### src/sv/itp_pkg.sv
// Shared constants, result type and operator priority for the infix to postfix converter.
// No dependencies.
`timescale 1ns / 1ps

package itp_pkg;

  localparam int STACK_DEPTH = 32;
  localparam int STK_AW      = (STACK_DEPTH > 1) ? $clog2(STACK_DEPTH) : 1;
  localparam int STK_CW      = $clog2(STACK_DEPTH + 1);

  localparam logic [7:0] CH_POW    = 8'h5E;
  localparam logic [7:0] CH_LPAREN = 8'h28;
  localparam logic [7:0] CH_RPAREN = 8'h29;
  localparam logic [7:0] CH_MUL    = 8'h2A;
  localparam logic [7:0] CH_DIV    = 8'h2F;
  localparam logic [7:0] CH_ADD    = 8'h2B;
  localparam logic [7:0] CH_SUB    = 8'h2D;

  localparam logic [1:0] PRIO_NONE = 2'd0;
  localparam logic [1:0] PRIO_ADD  = 2'd1;
  localparam logic [1:0] PRIO_MUL  = 2'd2;
  localparam logic [1:0] PRIO_POW  = 2'd3;

  localparam logic [1:0] ERR_NONE      = 2'd0;
  localparam logic [1:0] ERR_UNMATCHED = 2'd1;
  localparam logic [1:0] ERR_OVERFLOW  = 2'd2;

  typedef struct packed {
    logic [7:0] out_char;
    logic       has_char;
    logic       last;
    logic [1:0] error;
  } res_t;

  function automatic logic [1:0] prio(input logic [7:0] c);
    logic [1:0] p;
    case (c)
      CH_POW:         p = PRIO_POW;
      CH_MUL, CH_DIV: p = PRIO_MUL;
      CH_ADD, CH_SUB: p = PRIO_ADD;
      default:        p = PRIO_NONE;
    endcase
    return p;
  endfunction

endpackage

### src/sv/itp_ifs.sv
// Valid/ready channel interfaces for the infix to postfix converter.
// No dependencies.
`timescale 1ns / 1ps

interface itp_in_if;
  logic       valid;
  logic       ready;
  logic [7:0] ch;
  logic       end_of_expr;

  modport source (output valid, output ch, output end_of_expr, input ready);
  modport sink   (input valid, input ch, input end_of_expr, output ready);
endinterface

interface itp_out_if;
  logic       valid;
  logic       ready;
  logic [7:0] out_char;
  logic       has_char;
  logic       last;
  logic [1:0] error;

  modport source (output valid, output out_char, output has_char, output last,
                  output error, input ready);
  modport sink   (input valid, input out_char, input has_char, input last,
                  input error, output ready);
endinterface

### src/sv/infix_to_postfix_converter_top.sv
// Infix to postfix converter: operator stack in a local memory under a small sequencer.
// Depends on itp_pkg and the channel interfaces in itp_ifs.sv.
//
//   channel   dir  payload                               transfer when
//   in_chan   in   ch[7:0], end_of_expr                  valid && ready
//   out_chan  out  out_char[7:0], has_char, last, error  valid && ready
//
// An operand is emitted from S_IDLE and passes S_FIN, S_END and S_DRAIN; a '(' goes
// through S_PUSH first. Every stack inspection reads the stack memory in S_FETCH,
// then compares in S_CHECK, once per popped or examined entry, the end flush included.
// Reset (rst_n low, synchronous) empties the stack and drops pending results.
// A result waits in a hold register so that last can be set on it; the sequencer
// stalls an emit while hold and output are both full and the output is not ready.
`timescale 1ns / 1ps

module infix_to_postfix_converter_top (
  input  logic          clk,
  input  logic          rst_n,
  itp_in_if.sink        in_chan,
  itp_out_if.source     out_chan
);

  localparam logic [2:0] S_IDLE  = 3'd0;
  localparam logic [2:0] S_FETCH = 3'd1;
  localparam logic [2:0] S_CHECK = 3'd2;
  localparam logic [2:0] S_PUSH  = 3'd3;
  localparam logic [2:0] S_FIN   = 3'd4;
  localparam logic [2:0] S_ERR   = 3'd5;
  localparam logic [2:0] S_END   = 3'd6;
  localparam logic [2:0] S_DRAIN = 3'd7;

  logic [2:0]                  state_r, state_nxt;
  logic [itp_pkg::STK_CW-1:0]  count_r, count_nxt;
  logic                        flush_r, flush_nxt;
  logic [7:0]                  ch_r, ch_nxt;
  logic                        fin_r, fin_nxt;
  logic [1:0]                  err_r, err_nxt;
  itp_pkg::res_t               hold_r, hold_nxt;
  logic                        hold_v_r, hold_v_nxt;
  itp_pkg::res_t               out_r, out_nxt;
  logic                        out_v_r, out_v_nxt;
  logic [7:0]                  rd_q_r;

  logic [7:0]                  stack_mem [itp_pkg::STACK_DEPTH];
  logic [itp_pkg::STK_CW-1:0]  top_idx;
  logic [itp_pkg::STK_AW-1:0]  rd_addr;
  logic [itp_pkg::STK_AW-1:0]  wr_addr;
  logic                        mem_we;

  logic                        out_free;
  logic                        push_ok;
  logic                        emit_req;
  itp_pkg::res_t               emit_res;

  assign top_idx  = count_r - itp_pkg::STK_CW'(1);
  assign rd_addr  = top_idx[itp_pkg::STK_AW-1:0];
  assign wr_addr  = count_r[itp_pkg::STK_AW-1:0];
  assign out_free = !out_v_r || out_chan.ready;
  assign push_ok  = !hold_v_r || out_free;

  assign in_chan.ready     = (state_r == S_IDLE);
  assign out_chan.valid    = out_v_r;
  assign out_chan.out_char = out_r.out_char;
  assign out_chan.has_char = out_r.has_char;
  assign out_chan.last     = out_r.last;
  assign out_chan.error    = out_r.error;

  always_comb begin
    state_nxt  = state_r;
    count_nxt  = count_r;
    flush_nxt  = flush_r;
    ch_nxt     = ch_r;
    fin_nxt    = fin_r;
    err_nxt    = err_r;
    hold_nxt   = hold_r;
    hold_v_nxt = hold_v_r;
    out_nxt    = out_r;
    out_v_nxt  = out_v_r && !out_chan.ready;
    mem_we     = 1'b0;
    emit_req   = 1'b0;
    emit_res   = '{out_char: rd_q_r, has_char: 1'b1, last: 1'b0,
                   error: itp_pkg::ERR_NONE};

    case (state_r)
      S_IDLE: begin
        if (in_chan.valid) begin
          ch_nxt  = in_chan.ch;
          fin_nxt = in_chan.end_of_expr;
          if (in_chan.ch == itp_pkg::CH_LPAREN) begin
            state_nxt = S_PUSH;
          end else if (in_chan.ch == itp_pkg::CH_RPAREN ||
                       itp_pkg::prio(in_chan.ch) != itp_pkg::PRIO_NONE) begin
            state_nxt = S_FETCH;
          end else begin
            emit_req          = 1'b1;
            emit_res.out_char = in_chan.ch;
            state_nxt         = S_FIN;
          end
        end
      end
      S_FETCH: begin
        if (count_r == '0) begin
          if (flush_r) begin
            state_nxt = S_END;
          end else if (ch_r == itp_pkg::CH_RPAREN) begin
            err_nxt   = itp_pkg::ERR_UNMATCHED;
            state_nxt = S_ERR;
          end else begin
            state_nxt = S_PUSH;
          end
        end else begin
          state_nxt = S_CHECK;
        end
      end
      S_CHECK: begin
        if (flush_r) begin
          if (push_ok) begin
            emit_req  = 1'b1;
            count_nxt = top_idx;
            state_nxt = S_FETCH;
          end
        end else if (ch_r == itp_pkg::CH_RPAREN) begin
          if (rd_q_r == itp_pkg::CH_LPAREN) begin
            count_nxt = top_idx;
            state_nxt = S_FIN;
          end else if (push_ok) begin
            emit_req  = 1'b1;
            count_nxt = top_idx;
            state_nxt = S_FETCH;
          end
        end else if (itp_pkg::prio(rd_q_r) >= itp_pkg::prio(ch_r)) begin
          if (push_ok) begin
            emit_req  = 1'b1;
            count_nxt = top_idx;
            state_nxt = S_FETCH;
          end
        end else begin
          state_nxt = S_PUSH;
        end
      end
      S_PUSH: begin
        if (count_r >= itp_pkg::STK_CW'(itp_pkg::STACK_DEPTH)) begin
          err_nxt   = itp_pkg::ERR_OVERFLOW;
          state_nxt = S_ERR;
        end else begin
          mem_we    = 1'b1;
          count_nxt = count_r + itp_pkg::STK_CW'(1);
          state_nxt = S_FIN;
        end
      end
      S_FIN: begin
        if (fin_r) begin
          flush_nxt = 1'b1;
          state_nxt = S_FETCH;
        end else begin
          state_nxt = S_END;
        end
      end
      S_ERR: begin
        if (push_ok) begin
          emit_req = 1'b1;
          emit_res = '{out_char: 8'h00, has_char: 1'b0, last: 1'b1, error: err_r};
          count_nxt = '0;
          flush_nxt = 1'b0;
          state_nxt = S_DRAIN;
        end
      end
      S_END: begin
        flush_nxt = 1'b0;
        if (fin_r) begin
          if (hold_v_r) begin
            hold_nxt.last = 1'b1;
          end else begin
            hold_nxt   = '{out_char: 8'h00, has_char: 1'b0, last: 1'b1,
                           error: itp_pkg::ERR_NONE};
            hold_v_nxt = 1'b1;
          end
        end
        state_nxt = S_DRAIN;
      end
      S_DRAIN: begin
        if (!hold_v_r) begin
          state_nxt = S_IDLE;
        end else if (out_free) begin
          out_nxt    = hold_r;
          out_v_nxt  = 1'b1;
          hold_v_nxt = 1'b0;
          state_nxt  = S_IDLE;
        end
      end
      default: begin
        state_nxt = S_IDLE;
      end
    endcase

    if (emit_req) begin
      if (hold_v_r) begin
        out_nxt   = hold_r;
        out_v_nxt = 1'b1;
      end
      hold_nxt   = emit_res;
      hold_v_nxt = 1'b1;
    end
  end

  always_ff @(posedge clk) begin
    if (mem_we) begin
      stack_mem[wr_addr] <= ch_r;
    end
    rd_q_r <= stack_mem[rd_addr];
  end

  always_ff @(posedge clk) begin
    if (!rst_n) begin
      state_r  <= S_IDLE;
      count_r  <= '0;
      flush_r  <= 1'b0;
      hold_v_r <= 1'b0;
      out_v_r  <= 1'b0;
    end else begin
      state_r  <= state_nxt;
      count_r  <= count_nxt;
      flush_r  <= flush_nxt;
      hold_v_r <= hold_v_nxt;
      out_v_r  <= out_v_nxt;
    end
  end

  always_ff @(posedge clk) begin
    ch_r   <= ch_nxt;
    fin_r  <= fin_nxt;
    err_r  <= err_nxt;
    hold_r <= hold_nxt;
    out_r  <= out_nxt;
  end

endmodule
### src/flat_wrapper.sv
// flat-port wrapper written by rule: the top's interface ports become plain ports
module infix_to_postfix_converter_top_flat 
  (clk, rst_n, in_chan_valid, in_chan_ch, in_chan_end_of_expr, in_chan_ready, out_chan_valid, out_chan_out_char, out_chan_has_char, out_chan_last, out_chan_error, out_chan_ready);
  itp_in_if in_chan_i ();
  itp_out_if out_chan_i ();
  input  logic clk;
  input  logic rst_n;
  input wire logic [$bits(in_chan_i.valid)-1:0] in_chan_valid;
  input wire logic [$bits(in_chan_i.ch)-1:0] in_chan_ch;
  input wire logic [$bits(in_chan_i.end_of_expr)-1:0] in_chan_end_of_expr;
  output wire logic [$bits(in_chan_i.ready)-1:0] in_chan_ready;
  output wire logic [$bits(out_chan_i.valid)-1:0] out_chan_valid;
  output wire logic [$bits(out_chan_i.out_char)-1:0] out_chan_out_char;
  output wire logic [$bits(out_chan_i.has_char)-1:0] out_chan_has_char;
  output wire logic [$bits(out_chan_i.last)-1:0] out_chan_last;
  output wire logic [$bits(out_chan_i.error)-1:0] out_chan_error;
  input wire logic [$bits(out_chan_i.ready)-1:0] out_chan_ready;
  assign in_chan_i.valid = in_chan_valid;
  assign in_chan_i.ch = in_chan_ch;
  assign in_chan_i.end_of_expr = in_chan_end_of_expr;
  assign in_chan_ready = in_chan_i.ready;
  assign out_chan_valid = out_chan_i.valid;
  assign out_chan_out_char = out_chan_i.out_char;
  assign out_chan_has_char = out_chan_i.has_char;
  assign out_chan_last = out_chan_i.last;
  assign out_chan_error = out_chan_i.error;
  assign out_chan_i.ready = out_chan_ready;
  infix_to_postfix_converter_top u_core (.clk(clk), .rst_n(rst_n), .in_chan(in_chan_i), .out_chan(out_chan_i));
endmodule
### config.mk
export PLATFORM = sky130hd
export DESIGN_NAME = infix_to_postfix_converter_top_flat
export DESIGN_NICKNAME = d
export VERILOG_FILES = /design/src/sv/itp_pkg.sv /design/src/sv/itp_ifs.sv /design/src/sv/infix_to_postfix_converter_top.sv /design/src/flat_wrapper.sv
export SDC_FILE = /design/constraint.sdc
export NUM_CORES = 1
export LEC_CHECK = 0
export BUFFER_PORTS_ARGS = -buffer_cell sky130_fd_sc_hd__buf_4
export CAP_MARGIN = 0
export CELL_PAD_IN_SITES_DETAIL_PLACEMENT = 1
export CELL_PAD_IN_SITES_GLOBAL_PLACEMENT = 1
export CORE_AREA = 2 2 163 165
export DETAILED_ROUTE_END_ITERATION = 8
export DIE_AREA = 0 0 165 167
export GPL_TIMING_DRIVEN = 1
export PLACE_DENSITY = 0.82
export SLEW_MARGIN = 40
export SYNTH_ARGS = -nofsm -noshare
export SYNTH_HDL_FRONTEND = slang
export SYNTH_SLANG_ARGS = --single-unit
### constraint.sdc
create_clock -name clk -period 6.01 [get_ports clk]
set_input_delay 1.202 -clock clk [delete_from_list [all_inputs] [get_ports clk]]
set_output_delay 1.202 -clock clk [all_outputs]
set_load 0.01 [all_outputs]
* Yosys cells after proc, flatten, opt, wreduce, memory -nomap -nowiden *
Memories as Yosys holds them, arrays and structs flattened. A register that Yosys moved wholly into a read port is not among the register bits.
Index checks and enable logic that the tools add are counted.

storage, ports and cells
  input port bits = 13
  bits in registers = 47
  word-level logic and storage cells = 172
  memories kept = 1
  bits in writable memories = 256

memory list
  name              depth  width  rd ports  clocked after memory_dff  write ports  RTL line                              RTL
  u_core.stack_mem  32     8      1         1                         1            infix_to_postfix_converter_top.sv:44  logic [7:0] stack_mem [itp_pkg::STACK_DEPTH];

operators by class
  eq/ne operators = 38
  reductions and logical operators = 30
  add/subtract/negate cells = 2
  $lt $le $gt $ge = 2
  mux-type cells = 83

operators by type and width
  kind                                                                   number
  8-bit by 6-bit equality test with 1-bit output, second input constant  16
  12-bit 2-to-1 mux                                                      9
  3-bit 2-to-1 mux                                                       15
  6-bit 2-to-1 mux                                                       7
  2-bit 2-to-1 mux                                                       14
  8-bit by 7-bit equality test with 1-bit output, second input constant  3
  8-bit 2-to-1 mux                                                       3
  3-bit one-hot mux with 8 select lines                                  1
  1-bit 2-to-1 mux                                                       23
  2-bit one-hot mux with 3 select lines                                  3
  6-bit one-hot mux with 3 select lines                                  1
  8-bit one-hot mux with 2 select lines                                  1
  3-bit equality test, second input constant                             4
  2-bit OR reduction                                                     6
  2-bit by 1-bit != test with 1-bit output, second input constant        5
  9-bit 2-to-1 mux                                                       1
  3-bit AND reduction                                                    3
  3-bit nonzero test                                                     3
  2-bit != test, second input constant                                   4
  2-bit nonzero test                                                     4
  6-bit by 1-bit adder with 6-bit output, second input constant          1
  3-bit by 2-bit equality test with 1-bit output, second input constant  2
  6-bit >= comparator, second input constant                             1
  6-bit logical NOT                                                      1
  17 further kinds                                                       24

* Depth between registers and ports, before layout *
  depth in word-level cells = 14
  gate-level depth with buffers = 13

* Worst setup path after synthesis *
OpenSTA, ideal clock, no wires.

  path type = register to register
  start = register u_core.ch_r[4]
  end = register u_core.hold_r[0] in the netlist's numbering, enable pin
  required time = 5,668 ps
  clock period less this slack = 3,293 ps
  setup slack = 2,717 ps
  cell stages (with the launch flop) = 13
  arrival time = 2,950 ps
  path buffers = 0
  cell sequence = edfxtp_1 -> nor2_1 -> nand3_1 -> o22ai_1 -> a21oi_1 -> nor2b_1 -> ha_1 -> nand2b_1 -> a211o_1 -> nor2_4 -> nor4_4 -> nor3_1 -> o31ai_1

between the ends
  word-level cells in the longest chain between the ends = 13

ends and longest elaborated chain
  what                                                                  RTL line                               RTL
  start, declared                                                       infix_to_postfix_converter_top.sv:35   logic [7:0] ch_r, ch_nxt;
  start signal, assigned                                                infix_to_postfix_converter_top.sv:230  ch_r <= ch_nxt;
  8-bit by 6-bit equality test with 1-bit output                        itp_pkg.sv:37                          case (c)
  2-bit OR reduction                                                    itp_pkg.sv:37
  2-bit one-hot mux with 3 select lines                                 itp_pkg.sv:37
  2-bit 2-to-1 mux                                                      infix_to_postfix_converter_top.sv:122  end else if (ch_r == itp_pkg::CH_RPAREN) begin
  2-bit 2-to-1 mux                                                      infix_to_postfix_converter_top.sv:116  if (flush_r) begin
  2-bit 2-to-1 mux                                                      infix_to_postfix_converter_top.sv:84   case (state_r)
  2-bit >= comparator                                                   infix_to_postfix_converter_top.sv:131  end else if (itp_pkg::prio(rd_q_r) >= itp_pkg::prio(ch_r)) begin
  1-bit 2-to-1 mux                                                      infix_to_postfix_converter_top.sv:131
  1-bit 2-to-1 mux *                                                    infix_to_postfix_converter_top.sv:122
  1-bit 2-to-1 mux *                                                    infix_to_postfix_converter_top.sv:116
  1-bit one-hot mux with 3 select lines *                               infix_to_postfix_converter_top.sv:84
  2-bit != test (no line) / 2-bit nonzero test (equally long branches)  n/a
  3-bit AND reduction (no line) *                                       n/a
  end signal, assigned                                                  infix_to_postfix_converter_top.sv:233  hold_r <= hold_nxt;
  end, declared                                                         infix_to_postfix_converter_top.sv:38   itp_pkg::res_t hold_r, hold_nxt;

Mark *: on every way between the ends. The rest lies on a longest branch, timed or not. The select of a mux whose other input is x is not followed.
A chain may end at the register's enable or synchronous reset.

* Final worst setup path *
  start = register u_core.ch_r[3]
  end = register u_core.hold_r[9] in the netlist's numbering, enable pin

Same word-level chain as after synthesis.

==> impl_metrics.yaml <==
die:
  die-area_um2: 27560
  die_x_um: 165
  rows: 59
  initial_core_util_pct: 49.23
  io_pins: 27
  core_region_area_um2: 25760
  die_h_um: 167
place:
  io_buffers: 26
  dp_hpwl_um: 18940
  gp_congestion: 0.8035
setup_path:
  worstSetupStartpointType: "flop"
  critical_path_arrival_ns: 3.94
  cp.required_ns: 6.32
  path_class: "flop to flop"
  cp_max_fo: 17
  cp-end-kind: "flop"
sta:
  rsz0062_at_grt: "no"
  setup_viol: 0
  finalHoldViolations: 0
  tightest_slew_ns: 0.8694
  period_minus_slack_ns: 3.637
  whs_ns: 0.5276
  finClkSkew_ns: 0.01397
  max_slew_margin_pct: 41.83
  maxSlewViolCount: 0
  finalSetupTns_ns: 0
  fin_crit_sh_pct: 60.52
  fmax_mhz: 275.0
synth:
  ys_seq_area_share_pct: 72.06
  yosysWarnings: 0
  ys_ff_latch: 311
  syn_area_um2: 12680
  syn_avg_cell_area_um2: 18.73
  yosysUniqueCellTypes: 55
  synth_nets: 697
  synth_edf_count: 291
  async_reset_ff_share_pct: 0
  synth_ff_type: "edfxtp_1"
  synthCells: 677
clock_tree:
  cts.sinks: 311
  clk_latency_ns: 0.55
  postCtsSetupBuffers: 0
  ctsRootBufferMaster: "clkbuf_16"
  cts_tree: "yes"
  cts_buffers: 31
  h-tree-depth: 1
  clkTransAtPathRegs_ns: 0.06
  cts.path.max_buffers: 3
  hold_buffers: 0
  cts_resized: 0
finish:
  drive_gt1_share_pct: 29.70
  nFillCells: 2232
  area_growth_pct: 13.78
  layout.nets: 739
  multi_input_area_um2: 3487
  seq_area_um2: 9143
global_routing:
  grt_pass1_vias: 7184
  antenna_found_initial: 1
  grt_pass1_wl_um: 45620
  grt_start_max_net_pins: 45
  gr-total-overflow: 0
  grt_usage_pct: 22.56
drt:
  wl_met3_um: 1904
  drc: 0
  first_pass_iters: 5
  ant_nets: 0
  vias: 6730
  wl_met2_um: 14910
  wirelength_um: 29740
  routedWlPerCell_um: 27.54
  drt-initial-drc-count: 674
  met1_length_um: 11950
  route.top_layer_used: "met4"
  vias_per_cell: 6.231
pwr:
  ir_worst_vdd_uv: 375.2
  p_total_w: 0.007571
  static-leakage-power_nw: 4.484
  power.density_nw_per_um2: 524.7
flow_run:
  maxCapViolations: 0
worst_hold_path:
  hp-class: "flop to flop"
run_status:
  status: "completed"
-- cells in the mapped netlist, drive strengths merged, types with 10 or more instances --
master  number  area share [%]
a22o        10            0.69
edfxtp     291              69
mux2        10            0.89
nor2        55             1.7
clkbuf      18            0.53
nand3       13            0.51
a21oi       13            0.51
nand2       25            0.74
and2        21             1.0
o21ai       15            0.59
buf         12            0.54
dfxtp       20             3.2
mux4        80              14
-- cells by family (layout without fill, tap and decap cells) --
family	after synthesis	in the layout	synth area share [%]
AO/OA/AOI/OAI	64	64	3.394
buffers and inverters	37	104	1.283
AND/OR/NAND/NOR	162	162	7.064
adder cells (fa/ha/maj)	7	7	0.6906
other	0	1	0
flip-flops	311	311	72.06
multiplexers	90	90	15.09
XOR/XNOR	6	6	0.4144
-- placed cells by master (no fill, tap or decap), types with 9 or more instances in the layout --
master / count
edfxtp_1: 291
mux4_2: 80
nor2_2: 31
clkbuf_16: 31
buf_4: 30
nand2_1: 25
nor2_1: 23
and2_1: 20
dfxtp_1: 19
o21ai_0: 15
nand3_1: 13
a21oi_1: 13
clkbuf_1: 12
mux2_2: 10
a22o_1: 10
buf_6: 9
-- report_power, final --
part | internal (W) | switching [W] | total (W)
sequential | 0.00267 | 0.000265 | 0.00294
clock | 0.00116 | 0.000787 | 0.00195
combinational | 0.00130 | 0.00138 | 0.00268
total | 0.00514 | 0.00243 | 0.00757
-- final cells by class --
cell class	instances	share of cell area, %
multi-input combinational	329	24.17
timing repair buffer	39	2.263
inverter	7	0.1821
clock inverter	12	1.136
tap	335	2.905
clock buffer	46	5.974
antenna	1	0.01734
sequential	311	63.36
-- per-layer routing --
layer,up-vias,global-route usage (%)
li1,2838,-
met1,3555,31.43
met2,276,36.74
met3,61,3.537
met4,0,7.297
met5,-,0
-- worst max-delay path: stages (launching register included) --
cell	delay (ns)
edfxtp_1	0.72
buf_6	0.27
nor2b_1	0.33
nor2b_1	0.19
ha_1	0.23
nand2b_1	0.14
a211o_1	0.34
nor2_4	0.17
nor4_4	0.11
nor3_1	0.49
o31ai_1	0.17
buf_4	0.22
-- through the flow --
stage	instance area, um^2	std cells	setup WS, ns	util [%]
2_1_floorplan	12680	677	2.717	-
3_3_place_gp	13210	1013	2.167	51.26
3_5_place_dp	13370	1020	1.991	51.89
4_1_cts	14390	1078	1.908	55.87
5_1_grt	14430	1079	2.088	56.00
6_report	14430	1080	2.373	56.01
-- registers in the layout, indices dropped and copies added (netlist names), named ones only --
| signal | cells |
|---|---|
| u_core.stack_mem | 256 |
| u_core.hold_r | 12 |
| u_core.ch_r | 8 |
| u_core.rd_q_r | 8 |
| u_core.count_r | 6 |
| u_core.state_r | 3 |
| u_core.err_r | 2 |
| u_core.fin_r | 1 |
| u_core.flush_r | 1 |
| u_core.hold_v_r | 1 |
| u_core.out_chan.valid | 1 |
-- final timing paths --
check	slack (ns)	to	cells after the start	from
worst max-delay path	2.37	u_core.hold_r[9]	11	u_core.ch_r[3]
worst min-delay path	0.53	flop	1	u_core.hold_r[6]
worst max register to register	2.37	u_core.hold_r[9]	11	u_core.ch_r[3]
worst min register to register	0.53	flop	1	u_core.hold_r[6]
(Power assumes the default switching activity.)
